--- src/rtl/psca_pkg.sv ---
// Shared types, constants and helpers for the packed saturating counter array.
// No dependencies; every other file refers to this package by scoped names.
`default_nettype none

package psca_pkg;

    // Storage geometry.
    localparam int MAX_ENTRIES = 1024;
    localparam int WORD_BITS   = 32;
    localparam int ADDR_W      = $clog2(MAX_ENTRIES);
    localparam int OFS_W       = $clog2(WORD_BITS);

    // Field widths fixed by the interface.
    localparam int OP_W    = 3;
    localparam int INDEX_W = 10;
    localparam int BITS_W  = 6;
    localparam int CNT_W   = 11;
    localparam int POS_W   = INDEX_W + BITS_W;
    localparam int PAIR_W  = 2 * WORD_BITS;
    localparam int SHIFT_W = $clog2(PAIR_W) + 1;

    // Queue between front and back; depth must be a power of two.
    localparam int QUEUE_DEPTH = 2;
    localparam int QPTR_W      = $clog2(QUEUE_DEPTH);
    localparam int QCNT_W      = $clog2(QUEUE_DEPTH + 1);

    // Operation codes on the input stream.
    localparam logic [OP_W-1:0] OP_READ  = 3'd0;
    localparam logic [OP_W-1:0] OP_PUT   = 3'd1;
    localparam logic [OP_W-1:0] OP_ADD   = 3'd2;
    localparam logic [OP_W-1:0] OP_SUB   = 3'd3;
    localparam logic [OP_W-1:0] OP_CLEAR = 3'd4;

    // Configuration register indexes.
    localparam logic REG_BITS_PER_ENTRY = 1'b0;
    localparam logic REG_NUM_ENTRIES    = 1'b1;

    // What the back end has to do with an item.
    typedef enum logic [2:0] {
        KIND_READ,
        KIND_PUT,
        KIND_ADD,
        KIND_SUB,
        KIND_CLEAR,
        KIND_BAD,
        KIND_NONE
    } kind_t;

    // One classified item as it travels through the queue.
    typedef struct packed {
        kind_t                kind;
        logic [ADDR_W-1:0]    word;
        logic [OFS_W-1:0]     offset;
        logic [BITS_W-1:0]    bits;
        logic                 straddle;
        logic [WORD_BITS-1:0] operand;
    } item_t;

    // Status the back end reports to the front end.
    typedef struct packed {
        logic init_busy;
    } back_status_t;

    // Maximum value of a counter of the given width (1 to 32).
    function automatic logic [WORD_BITS-1:0] low_mask(input logic [BITS_W-1:0] bits);
        logic [BITS_W-1:0] drop;
        drop = BITS_W'(WORD_BITS) - bits;
        return {WORD_BITS{1'b1}} >> drop;
    endfunction

endpackage

`default_nettype wire

--- src/rtl/psca_queue.sv ---
// Short FIFO of classified items between the front and back ends.
// Depends on psca_pkg for the item type and depth.
`default_nettype none

module psca_queue (
    input  wire logic            clk,
    input  wire logic            rst_n,
    input  wire logic            push,
    input  psca_pkg::item_t      push_item,
    input  wire logic            pop,
    output psca_pkg::item_t      head_item,
    output logic                 full,
    output logic                 empty
);

    psca_pkg::item_t                 slot_reg [psca_pkg::QUEUE_DEPTH];
    logic [psca_pkg::QPTR_W-1:0]     wr_ptr_reg;
    logic [psca_pkg::QPTR_W-1:0]     rd_ptr_reg;
    logic [psca_pkg::QCNT_W-1:0]     count_reg;
    logic                            do_push;
    logic                            do_pop;

    assign full      = (count_reg == psca_pkg::QCNT_W'(psca_pkg::QUEUE_DEPTH));
    assign empty     = (count_reg == '0);
    assign do_push   = push && !full;
    assign do_pop    = pop && !empty;
    assign head_item = slot_reg[rd_ptr_reg];

    always_ff @(posedge clk or negedge rst_n)
    begin
        if (!rst_n)
        begin
            wr_ptr_reg <= '0;
            rd_ptr_reg <= '0;
            count_reg  <= '0;
        end
        else
        begin
            if (do_push)
            begin
                wr_ptr_reg <= wr_ptr_reg + 1'b1;
            end
            if (do_pop)
            begin
                rd_ptr_reg <= rd_ptr_reg + 1'b1;
            end
            if (do_push && !do_pop)
            begin
                count_reg <= count_reg + 1'b1;
            end
            else if (do_pop && !do_push)
            begin
                count_reg <= count_reg - 1'b1;
            end
        end
    end

    always_ff @(posedge clk)
    begin
        if (do_push)
        begin
            slot_reg[wr_ptr_reg] <= push_item;
        end
    end

endmodule

`default_nettype wire

--- config.mk ---
export PLATFORM = sky130hd
export DESIGN_NAME = psca_queue
export DESIGN_NICKNAME = d
export VERILOG_FILES = /design/src/rtl/psca_pkg.sv /design/src/rtl/psca_queue.sv
export SDC_FILE = /design/constraint.sdc
export NUM_CORES = 1
export LEC_CHECK = 0
export ABC_AREA = 1
export BUFFER_PORTS_ARGS = -buffer_cell sky130_fd_sc_hd__buf_2
export CORE_MARGIN = 8
export CORE_UTILIZATION = 40
export CTS_BUF_LIST = sky130_fd_sc_hd__clkbuf_4
export DETAILED_ROUTE_END_ITERATION = 12
export SYNTH_ARGS = -nofsm -noshare
export SYNTH_HDL_FRONTEND = slang
export SYNTH_SLANG_ARGS = --single-unit
--- constraint.sdc ---
create_clock -name clk -period 3.9 [get_ports clk]
set_input_delay 1.17 -clock clk [delete_from_list [all_inputs] [get_ports clk]]
set_output_delay 1.17 -clock clk [all_outputs]
set_load 0.1 [all_outputs]
Yosys cells after proc, flatten, opt, wreduce, memory -nomap -nowiden --
Memory sizes are Yosys's and may differ from the RTL's. Cells that the tools add are included. W data, S select, Z words.
Operators by class: add/subtract/negate cells 4, multiply operators 0, divide/modulo/power cells 0, $lt $le $gt $ge 0, eq/ne operators 1, shift-type cells 0, multiplexer cells 4, bitwise operators 0, reduce and logical (&&, ||, !) cells 10
Operator list (count):
- $logic_and A1 B1 Y1 | 4
- $logic_not A1 Y1 | 4
- $mux W2 | 2
- $add A1 B1 Y1 const B | 2
- $add A2 B1 Y2 const B | 1
- $eq A2 B2 Y1 const B | 1
- $logic_not A2 Y1 | 1
- $mux W1 | 2
- $reduce_bool A2 Y1 | 1
- $sub A2 B1 Y2 const B | 1
Storage, ports and cells: register bits 4, latch bits 0, bits in writable memories 114, memory bits (read-only) 0, input port bits 61, output and inout bits 59, word-level logic and storage cells 23, memories 1
Memories:
- slot_reg | depth 2, bits a word 57, read ports 1, clocked after memory_dff 0, write ports 1, RTL line psca_queue.sv:16 | psca_pkg::item_t slot_reg [psca_pkg::QUEUE_DEPTH];

Depth between registers and ports, before layout --
word-level depth 7, gate-level depth with buffers 9, gate-level depth less buffers 9

Least setup slack after synthesis --
No wires, ideal clock.
kind input-to-reg, from input push, to memory slot_reg[1][0] in the netlist's numbering (enable), setup time 472 ps, arrival time 3663 ps, required time 3428 ps, slack -235 ps, stages 2, buffers on the path 0, cell sequence o21ai_0 > nor2_1
On the way: cells in the longest elaborated chain, start to end 3
Ends and longest elaborated chain:
- start: declaration | RTL line psca_queue.sv:8 | input wire logic push,
- $logic_and A1 B1 Y1 | RTL line psca_queue.sv:25 | assign do_push = push && !full;
- $mux W1 | RTL line psca_queue.sv:60 | if (do_push)
- $mux W1 (implied by the code) | RTL line psca_queue.sv:62 | slot_reg[wr_ptr_reg] <= push_item;
- end: declaration | RTL line psca_queue.sv:16
No other way between the ends.

==> results.json <==
{
  "globalplace.congestion": 0.742,
  "layout.nets": 524,
  "portBuffers": 119,
  "syn-instance-count": 330,
  "die-area_um2": 14600,
  "setup_total_negative_slack_ns": 0,
  "cts.sink_count": 118,
  "maxClockFrequency_mhz": 295,
  "synthDominantAreaCellType": "sky130_fd_sc_hd__edfxtp_1",
  "distinct_cells_synth": 15,
  "synth_ff_type": "sky130_fd_sc_hd__edfxtp_1",
  "worstReg2RegEnd": "slot_reg[0][22]",
  "grt_start_max_net_pins": 35,
  "worstMarginPinSlew_ns": 0.503,
  "seq_cells_post_synth": 118,
  "minimum_clock_period_ns": 3.39,
  "totalWireLength_um": 8920,
  "cts_htree_levels": 4,
  "detailedPlacementHpwl_um": 5990,
  "ys_seq_area_share_pct": 80.3,
  "synth_edf_count": 114,
  "report.final.hold_viol_count": 0,
  "ys_top_cells_by_area": "sky130_fd_sc_hd__edfxtp_1 (78%), sky130_fd_sc_hd__nand2_1 (15%), sky130_fd_sc_hd__dfrtp_1 (2.3%), sky130_fd_sc_hd__buf_6 (1.0%), sky130_fd_sc_hd__buf_2 (0.80%)",
  "finalSetupViolations": 0,
  "worst_clock_skew_ns": 0.0161,
  "timing.setup.critical_path_class": "flip-flop to primary output",
  "mappedNetlistArea_um2": 4390,
  "cts_setup_buffers": 0,
  "report.final.slew_viol_count": 0,
  "worstSkewPairLatency_ns": 0.50,
  "post_drt_wl_per_cell_um": 14.5,
  "synth_most_common_cell": "sky130_fd_sc_hd__nand2_1",
  "avgViaCountPerCell": 4.48,
  "dr.first_iter.drc_count": 124,
  "clk_path_buf_depth": 2,
  "critPathMaxFanout": 33,
  "cts_hold_buffers": 0,
  "timing.final.crit_share_pct": 86.9,
  "die_boundary_width_um": 121,
  "rr_startpoint": "count_reg[1]",
  "critical_path_top_delay_cell": "sky130_fd_sc_hd__dfrtp_2",
  "cts_resized": 0,
  "postSynthNetCount": 392,
  "drive_above_1_share_pct": 33.7,
  "insertedDiodeCount": 0,
  "top_level_ports": 120,
  "reg2reg_slack_ns": 2.28,
  "overflow": 0,
  "die_boundary_height_um": 121,
  "timing.reg2reg.worst_path_depth": 6,
  "number_of_global_route_vias_before_repair": 2946,
  "initial_core_util_pct": 40.7,
  "first_pass_grt_wire_length_um": 13900,
  "synthesis.yosys.warnings": 0,
  "grt_setup_unrepaired": "false",
  "path_delay_family": "buffers and inverters",
  "worst_ep_arrival_time_ns": 2.22,
  "outcome": "completed",
  "area.growth.synth_to_final_pct": 23.5,
  "number_of_search_and_repair_iterations_in_the_first_detailed_routing_pass": 4,
  "routed-via-count": 2754,
  "synth_top_area_share_pct": 78.0,
  "cts.clk_slew.worst_paths_ns": 0.10,
  "cp_num_buf_inv": 2,
  "cp-end-kind": "primary output",
  "drt_drc": 0,
  "post_synth.cell_area_avg_um2": 13.3,
  "critical_path.startpoint_type": "flip-flop",
  "crit_top_cell": "sky130_fd_sc_hd__nand2_1",
  "max_cap_violations": 0,
  "clockRootBuffer": "sky130_fd_sc_hd__clkbuf_4",
  "numCtsBuffers": 17,
  "core_area_um2": 10800,
  "hold_path.class": "input pin to asynchronous set/reset pin",
  "tot_gr_track_use_pct": 12.6,
  "antenna_found_initial": 0,
  "slew_headroom_pct": 66.7,
  "site_rows": 38,
  "drt.antenna.violating_nets": 0,
  "critical_path.max_stage_delay_ns": 0.68,
  "synth-async-reset-ratio_pct": 3.39,
  "tritoncts": "yes",
  "cp_cell_sequence": "buf_4 > nand2_1 > nand2_1 > buf_2",
  "post_synth_most_frequent_cells": "sky130_fd_sc_hd__nand2_1 (180), sky130_fd_sc_hd__edfxtp_1 (114), sky130_fd_sc_hd__buf_2 (7), sky130_fd_sc_hd__inv_1 (7)",
  "max_ffs_per_register": 114,
  "required_ns": 2.73
}
logic make-up after synthesis:
logic type / Yosys count / synth area share [%]
AOI/OAI and AO/OA: 2 / 0.228
xor gates and xnor gates: 1 / 0.200
adders and majority gates: 1 / 0.285
buffers and inverters: 21 / 2.85
DFF: 118 / 80.3
and+or+nand+nor: 187 / 16.2
cells in the final DEF, fill, tap and decap left out, types with 2 or more instances in the layout:
| master | instances |
|---|---|
| sky130_fd_sc_hd__nor2_1 | 3 |
| sky130_fd_sc_hd__buf_2 | 119 |
| sky130_fd_sc_hd__clkbuf_4 | 21 |
| sky130_fd_sc_hd__bufinv_16 | 3 |
| sky130_fd_sc_hd__o21ai_0 | 2 |
| sky130_fd_sc_hd__clkinv_2 | 3 |
| sky130_fd_sc_hd__edfxtp_1 | 114 |
| sky130_fd_sc_hd__clkinvlp_4 | 3 |
| sky130_fd_sc_hd__inv_2 | 2 |
| sky130_fd_sc_hd__inv_1 | 6 |
| sky130_fd_sc_hd__dfrtp_1 | 3 |
| sky130_fd_sc_hd__buf_4 | 7 |
| sky130_fd_sc_hd__clkinv_1 | 2 |
| sky130_fd_sc_hd__nand2_1 | 180 |
per-layer routing:
metal | part of all wire [%] | up-vias | track usage [%]
li1 | - | 1384 | -
met1 | 42 | 1276 | 13.5
met2 | 48 | 81 | 20.6
met3 | 8.1 | 13 | 6.34
met4 | 1.3 | 0 | 5.54
met5 | 0 | - | 0
worst max path at each step:
stage	start	endpoint	slack (ns)	cells past startpoint
2_1_floorplan	push	slot_reg[1][0]	0.70	2
3_3_place_gp	rd_ptr_reg	head_item[12]	0.98	4
3_5_place_dp	rd_ptr_reg	head_item[3]	0.97	4
4_1_cts	rd_ptr_reg	head_item[3]	0.38	4
5_1_grt	rd_ptr_reg	head_item[5]	0.27	4
6_report	rd_ptr_reg	head_item[3]	0.51	4
through the flow:
step	cells	worst slack, ns	hold slack (ns)	area (µm²)	utilization [%]
final	615	0.511	0.458	5420	50.2
after global routing	615	0.272	0.391	5420	50.2
after CTS	615	0.382	0.404	5420	50.2
after detailed placement	583	0.969	0.484	5130	47.5
after global placement	583	0.982	0.462	5130	47.5
after floorplan	330	0.704	0.449	4390	-
worst reg2reg max path, stage by stage, from the launching register on:
cell and delay, ns:
sky130_fd_sc_hd__dfrtp_1 0.42, sky130_fd_sc_hd__inv_1 0.10, sky130_fd_sc_hd__nor2_1 0.06, sky130_fd_sc_hd__nor2_1 0.15, sky130_fd_sc_hd__nand2_1 0.10, sky130_fd_sc_hd__inv_2 0.06
sky130_fd_sc_hd__buf_4 0.36
final cells by class:
type	instances	area (µm²)
multi-input cells	191	748
flip-flops and latches	118	3520
inverters	8	30.0
repair buffers	126	648
fillers	960	5370
clock inverters	11	135
well taps	140	175
clock buffers	21	158
Power is left out: the tool's default activity adds up to more than one toggle a clock period on the data nets, which glitch-free logic cannot reach.
