<file path="src/rtl/psca_pkg.sv">
// Shared types, constants and helpers for the packed saturating counter array.
// No dependencies; every other file refers to this package by scoped names.
`default_nettype none

package psca_pkg;

    // Storage geometry.
    localparam int MAX_ENTRIES = 1024;
    localparam int WORD_BITS   = 32;
    localparam int ADDR_W      = $clog2(MAX_ENTRIES);
    localparam int OFS_W       = $clog2(WORD_BITS);

    // Field widths fixed by the interface.
    localparam int OP_W    = 3;
    localparam int INDEX_W = 10;
    localparam int BITS_W  = 6;
    localparam int CNT_W   = 11;
    localparam int POS_W   = INDEX_W + BITS_W;
    localparam int PAIR_W  = 2 * WORD_BITS;
    localparam int SHIFT_W = $clog2(PAIR_W) + 1;

    // Queue between front and back; depth must be a power of two.
    localparam int QUEUE_DEPTH = 2;
    localparam int QPTR_W      = $clog2(QUEUE_DEPTH);
    localparam int QCNT_W      = $clog2(QUEUE_DEPTH + 1);

    // Operation codes on the input stream.
    localparam logic [OP_W-1:0] OP_READ  = 3'd0;
    localparam logic [OP_W-1:0] OP_PUT   = 3'd1;
    localparam logic [OP_W-1:0] OP_ADD   = 3'd2;
    localparam logic [OP_W-1:0] OP_SUB   = 3'd3;
    localparam logic [OP_W-1:0] OP_CLEAR = 3'd4;

    // Configuration register indexes.
    localparam logic REG_BITS_PER_ENTRY = 1'b0;
    localparam logic REG_NUM_ENTRIES    = 1'b1;

    // What the back end has to do with an item.
    typedef enum logic [2:0] {
        KIND_READ,
        KIND_PUT,
        KIND_ADD,
        KIND_SUB,
        KIND_CLEAR,
        KIND_BAD,
        KIND_NONE
    } kind_t;

    // One classified item as it travels through the queue.
    typedef struct packed {
        kind_t                kind;
        logic [ADDR_W-1:0]    word;
        logic [OFS_W-1:0]     offset;
        logic [BITS_W-1:0]    bits;
        logic                 straddle;
        logic [WORD_BITS-1:0] operand;
    } item_t;

    // Status the back end reports to the front end.
    typedef struct packed {
        logic init_busy;
    } back_status_t;

    // Maximum value of a counter of the given width (1 to 32).
    function automatic logic [WORD_BITS-1:0] low_mask(input logic [BITS_W-1:0] bits);
        logic [BITS_W-1:0] drop;
        drop = BITS_W'(WORD_BITS) - bits;
        return {WORD_BITS{1'b1}} >> drop;
    endfunction

endpackage

`default_nettype wire

</file>
<file path="src/rtl/psca_front.sv">
// Front end: configuration registers, input acceptance and item classification.
// Depends on psca_pkg for widths, operation codes and the item type.
`default_nettype none

module psca_front (
    input  wire logic                        clk,
    input  wire logic                        rst_n,
    input  wire logic                        cfg_we,
    input  wire logic                        cfg_index,
    input  wire logic [psca_pkg::CNT_W-1:0]  cfg_wdata,
    input  wire logic                        s_axis_tvalid,
    output logic                             s_axis_tready,
    input  wire logic [47:0]                 s_axis_tdata,
    input  wire logic [psca_pkg::OP_W-1:0]   s_axis_tuser,
    input  wire logic                        queue_full,
    input  psca_pkg::back_status_t           back_status,
    output logic                             push,
    output psca_pkg::item_t                  push_item
);

    logic [psca_pkg::BITS_W-1:0]    bits_reg;
    logic [psca_pkg::CNT_W-1:0]     entries_reg;
    logic [psca_pkg::BITS_W-1:0]    eff_bits;
    logic [psca_pkg::CNT_W-1:0]     eff_entries;
    logic [psca_pkg::INDEX_W-1:0]   index;
    logic [psca_pkg::WORD_BITS-1:0] operand;
    logic [psca_pkg::POS_W-1:0]     bit_pos;
    logic [psca_pkg::BITS_W:0]      span_end;
    logic                           bad;

    always_ff @(posedge clk or negedge rst_n)
    begin
        if (!rst_n)
        begin
            bits_reg    <= psca_pkg::BITS_W'(1);
            entries_reg <= '0;
        end
        else if (cfg_we)
        begin
            unique case (cfg_index)
                psca_pkg::REG_BITS_PER_ENTRY: bits_reg    <= cfg_wdata[psca_pkg::BITS_W-1:0];
                psca_pkg::REG_NUM_ENTRIES:    entries_reg <= cfg_wdata;
            endcase
        end
    end

    assign index   = s_axis_tdata[psca_pkg::INDEX_W-1:0];
    assign operand = s_axis_tdata[psca_pkg::INDEX_W +: psca_pkg::WORD_BITS];

    always_comb
    begin
        if (bits_reg == '0)
        begin
            eff_bits = psca_pkg::BITS_W'(1);
        end
        else if (bits_reg > psca_pkg::BITS_W'(psca_pkg::WORD_BITS))
        begin
            eff_bits = psca_pkg::BITS_W'(psca_pkg::WORD_BITS);
        end
        else
        begin
            eff_bits = bits_reg;
        end

        if (entries_reg > psca_pkg::CNT_W'(psca_pkg::MAX_ENTRIES))
        begin
            eff_entries = psca_pkg::CNT_W'(psca_pkg::MAX_ENTRIES);
        end
        else
        begin
            eff_entries = entries_reg;
        end
    end

    // Bit position of the counter, counted from the top bit of word zero.
    assign bit_pos  = psca_pkg::POS_W'(index) * psca_pkg::POS_W'(eff_bits);
    assign span_end = (psca_pkg::BITS_W+1)'(bit_pos[psca_pkg::OFS_W-1:0])
                    + (psca_pkg::BITS_W+1)'(eff_bits);
    assign bad      = ({1'b0, index} >= eff_entries);

    always_comb
    begin
        push_item.word     = bit_pos[psca_pkg::OFS_W +: psca_pkg::ADDR_W];
        push_item.offset   = bit_pos[psca_pkg::OFS_W-1:0];
        push_item.bits     = eff_bits;
        push_item.straddle = (span_end > (psca_pkg::BITS_W+1)'(psca_pkg::WORD_BITS));
        push_item.operand  = operand;
        unique case (s_axis_tuser)
            psca_pkg::OP_READ:  push_item.kind = bad ? psca_pkg::KIND_BAD : psca_pkg::KIND_READ;
            psca_pkg::OP_PUT:   push_item.kind = bad ? psca_pkg::KIND_BAD : psca_pkg::KIND_PUT;
            psca_pkg::OP_ADD:   push_item.kind = bad ? psca_pkg::KIND_BAD : psca_pkg::KIND_ADD;
            psca_pkg::OP_SUB:   push_item.kind = bad ? psca_pkg::KIND_BAD : psca_pkg::KIND_SUB;
            psca_pkg::OP_CLEAR: push_item.kind = psca_pkg::KIND_CLEAR;
            default:            push_item.kind = psca_pkg::KIND_NONE;
        endcase
    end

    assign s_axis_tready = !queue_full && !back_status.init_busy;
    assign push          = s_axis_tvalid && s_axis_tready;

endmodule

`default_nettype wire

</file>
<file path="config.mk">
export PLATFORM = sky130hd
export DESIGN_NAME = psca_front
export DESIGN_NICKNAME = d
export VERILOG_FILES = /design/src/rtl/psca_pkg.sv /design/src/rtl/psca_front.sv
export SDC_FILE = /design/constraint.sdc
export NUM_CORES = 1
export LEC_CHECK = 0
export ABC_AREA = 1
export BUFFER_PORTS_ARGS = -buffer_cell sky130_fd_sc_hd__buf_4
export CAP_MARGIN = 20
export CORE_ASPECT_RATIO = 0.6
export CORE_MARGIN = 3
export CORE_UTILIZATION = 51
export CTS_CLUSTER_DIAMETER = 40
export CTS_CLUSTER_SIZE = 30
export DETAILED_ROUTE_END_ITERATION = 16
export PLACE_DENSITY = 0.92
export SYNTH_ARGS = -nofsm -noshare
export SYNTH_HDL_FRONTEND = slang
export SYNTH_SLANG_ARGS = --single-unit
</file>
<file path="constraint.sdc">
create_clock -name clk -period 5.2 [get_ports clk]
set_input_delay 0.26 -clock clk [delete_from_list [all_inputs] [get_ports clk]]
set_output_delay 0.26 -clock clk [all_outputs]
set_load 0.01 [all_outputs]
</file>
Word level (Yosys, flattened, before mapping)

Index checks and enable logic that the tools add are counted.

Flip-flop bits (word level): 17
Output and inout port bits: 59
Bits of input ports: 69
Word-level logic and storage cells: 29

Add/sub/neg operators: 1
Reductions and logical operators: 8
Multipliers: 1
$lt $le $gt $ge: 4
Equality and inequality tests: 4
Multiplexer cells: 8
Bitwise logic cells: 1

Operators with widths:

| cell                   | count |
|---|---|
| $mul A10 B6 Y15        | 1 |
| $pmux W3 S5            | 1 |
| $mux W3                | 4 |
| $mux W6                | 2 |
| $ge A10 B11 Y1         | 1 |
| $gt A11 B11 Y1 const B | 1 |
| $mux W11               | 1 |
| $add A5 B6 Y7          | 1 |
| $gt A7 B6 Y1 const B   | 1 |
| $eq A3 B2 Y1 const B   | 2 |
| $gt A6 B6 Y1 const B   | 1 |
| $logic_not A6 Y1       | 1 |
| $reduce_and A2 Y1      | 2 |
| $eq A3 B1 Y1 const B   | 1 |
| $eq A3 B3 Y1 const B   | 1 |
| $logic_not A3 Y1       | 1 |
| $logic_and A1 B1 Y1    | 2 |
| $logic_not A1 Y1       | 2 |
| $not A1 Y1             | 1 |

Depth between registers and ports, before layout

Depth in word-level cells: 6
Depth in mapped cells: 20
Mapped depth without buffers: 20

Worst setup path before layout

Ideal clock, no wire load.

Path type: register -> output
Start point: register bits_reg[5] in the netlist's numbering
End point: output push_item[32] in the netlist's numbering
Data arrival time: 3.829 ns
Buffers on the path: 0
Path slack: 1.111 ns
Stages on the path, launching flop included: 19
Path through: dfrtp_1 nor2_1 nand3_2 nand2_4 inv_1 nor2_1 fa_1 ha_1 inv_1 fa_1 inv_1 fa_1 ha_1 a21oi_1 a21boi_0 nand3_1 nand2_1 nand2_1 nand2_1

RTL lines:

| element                | line             | RTL |
|---|---|---|
| start, declared        | psca_front.sv:21 | `logic [psca_pkg::BITS_W-1:0] bits_reg;` |
| start signal, assigned | psca_front.sv:35 | `bits_reg <= psca_pkg::BITS_W'(1);` |
| start signal, assigned | psca_front.sv:41 | `psca_pkg::REG_BITS_PER_ENTRY: bits_reg <= cfg_wdata[psca_pkg::BITS_W-1:0];` |
| end, declared          | psca_front.sv:18 | `output psca_pkg::item_t push_item` |

==> summary.txt <==
final hold slack = 0.242 ns
most frequent cells in the layout = nand2_1 (101), inv_1 (84), buf_4 (58), nor2_1 (57), ha_1 (37)
max_cap viols = 0
Total Routing Usage GR = 0.222
largest net degree at the start of global routing = 19
H-tree depth reported by CTS = 1
R2R Setup Slk = 4.24 ns
Synth Register Bits = 17
I/O pin cnt = 128
worst-case clock buffer depth = 2
Util after Layout = 0.615
Final Setup Violations = 0
aggregate global routing overflow = 0
pwr/cell area = 299 nW/um2
worst ir drop on vdd = 0.165 mV
kind of cell adding the most delay to the critical path = adder cells
sequential-to-total area share from yosys stat = 0.130
WP data arrival = 4.54 ns
hold buffer count at cts = 1
non-filler cells in the finished layout = 562
# placed instances = 557
critical path data required time = 4.94 ns
CP peak stage delay = 0.53 ns
post-synth cell types = 27
Post-DRT Antenna Nets = 0
area grow syn2layout = 10.2%
slowest CP cell = fa_1
max FFs per register = 11
Max Clock Skew = 0 ns
DRT Pass-1 Iters = 5
wire length per cell = 13.5 um
root buf cell = clkbuf_8
async set-reset flop share out of synthesis = 1.00
TritonCTS Sinks = 17
drc violations = 0
tightest slew margin relative to the limit = 0.652
ANT cells = 0
Post-Synthesis Cells = 455
RSZ-0062 raised after global routing = no
critical-path cell list = nor2_1, nand3_2, nand2_4, inv_1, nor2_1, fa_1, ha_1, inv_1, fa_1, inv_1, fa_1, ha_1, a21oi_1, a21boi_0, nand2_1, nand2_1, nand2_1, nand2_1, nand2_1, buf_4
status = finished clean
number of flops mapped to enable cells by yosys = 0
CTS tree = done
vias per cell = 5.22
setup tns final = 0 ns
crit path launch type = flip-flop
most frequent cell on the critical path = nand2_1
Post-Route WL = 7.61 mm
fraction of layout cells with a size suffix above 1 = 0.149
TritonCTS Buffers = 3
initial core utilization = 0.558
leakage = 2.11 nW
Die Area = 7460 um2
via count = 2936
Layout Nets = 622
min Tclk post-route = 4.80 ns
CP max FO = 8
gpl congestion = 0.918
Critical Setup Path Class = reg2out
worst skew pair latency = 0.25 ns
vias in the first global route = 2926
die height = 68.1 um
initial antenna violation count = 0
DRT iter0 DRCs = 214
syn nets = 594
syn_area_per_cell = 7.21 um2
fin crit share = 0.922
Core Region = 5890 um2
hpwl dp = 6.73 mm
row count = 21
chip width = 110 um
Port Buf Inserts = 57
first-pass GRT wire length = 13.0 mm
final hold vios = 0
clk slew on worst S/H paths = 0.06 ns
FMAX = 0.209 GHz
CP bufs+invs = 4
Post-CTS Setup Bufs = 0
Crit. End Element = primary output
Most used DFF post-synth = dfrtp_1
Post-CTS Resized = 0
Final Power = 0.00108 W
Yosys warnings = 0
fillcell total = 552
synthesized area = 3280 um2
commonest non-fill, non-tap cell in the layout = nand2_1
worst slew pin tran = 0.521 ns
Slew Viols, Final = 0
Hold Crit Class = in2reg
[area by class of cell]
type	instances	area (um2)	area share
flip-flops and latches	17	427	0.118
repair buffers	59	445	0.123
clock buffers	4	45.0	0.0125
multi-input cells	317	2280	0.631
inverters	85	319	0.0882
well taps	80	100	0.0277
[cells by family after synthesis]
| kind of cell | Yosys count | share of synthesized area |
|---|---|---|
| compound gates | 45 | 0.0740 |
| xor+xnor | 13 | 0.0370 |
| fa+ha+maj | 70 | 0.342 |
| buf+inv | 121 | 0.175 |
| flops | 17 | 0.130 |
| mux | 4 | 0.0137 |
| simple gates | 185 | 0.228 |
[where the power goes]
| group | leakage [nW] | total (W) | switching (W) | internal (W) |
|---|---|---|---|---|
| sequential | 0.204 | 0.000167 | 0.0000161 | 0.000150 |
| combinational | 1.88 | 0.000818 | 0.000467 | 0.000351 |
| clock | 0.0228 | 0.0000958 | 0.0000415 | 0.0000543 |
| total | 2.11 | 0.00108 | 0.000525 | 0.000556 |
[per-stage QoR]
stage	instance area (um2)	worst slack [ns]
after floorplan	3280	1.11
after global placement	3560	0.858
after detailed placement	3560	0.697
after CTS	3620	0.409
after global routing	3620	0.131
final	3620	0.405
[metal layers]
metal | wire (um) | part of all wire | up-vias | track usage
met5 | 0 | 0 | - | 0
met4 | 16 | 0.0021 | 0 | 0.0249
met3 | 655 | 0.086 | 4 | 0.0509
met2 | 3560 | 0.47 | 133 | 0.385
met1 | 3380 | 0.44 | 1379 | 0.295
li1 | - | - | 1420 | -
[worst reg2reg max path: cells and delay by family, from the launching register on]
family,cells,cell delay (ns)
buffers and inverters,1,0.22
AO/OA/AOI/OAI,1,0.08
AND/OR/NAND/NOR,1,0.07
flip-flops,1,0.46
[final timing paths]
path | start | cells after the start | endpoint
setup / recovery | bits_reg[5] | 20 | push_item[32]
setup reg to reg | bits_reg[5] | 3 | bits_reg[5]
min in group asynchronous | rst_n | 2 | entries_reg[8]
hold / removal | cfg_wdata[7] | 2 | entries_reg[7]
hold reg to reg | bits_reg[0] | 2 | bits_reg[0]
max in group asynchronous | rst_n | 2 | bits_reg[0]
[Yosys cell counts (all sizes together), types with 2 or more instances]
cell type / count / area [um2]
a21boi: 3 / 22.5
a21o: 2 / 15.0
a21oi: 21 / 105
buf: 32 / 240
clkbuf: 4 / 15.0
dfrtp: 16 / 400
fa: 33 / 661
ha: 37 / 463
inv: 85 / 319
mux2: 4 / 45.0
nand2: 104 / 403
nand3: 18 / 95.1
nand4: 3 / 18.8
nor2: 57 / 214
nor3: 2 / 10.0
o21ai: 17 / 85.1
xnor2: 2 / 25.0
xor2: 11 / 96.3
Note: power is estimated with default switching activity, not from simulation.
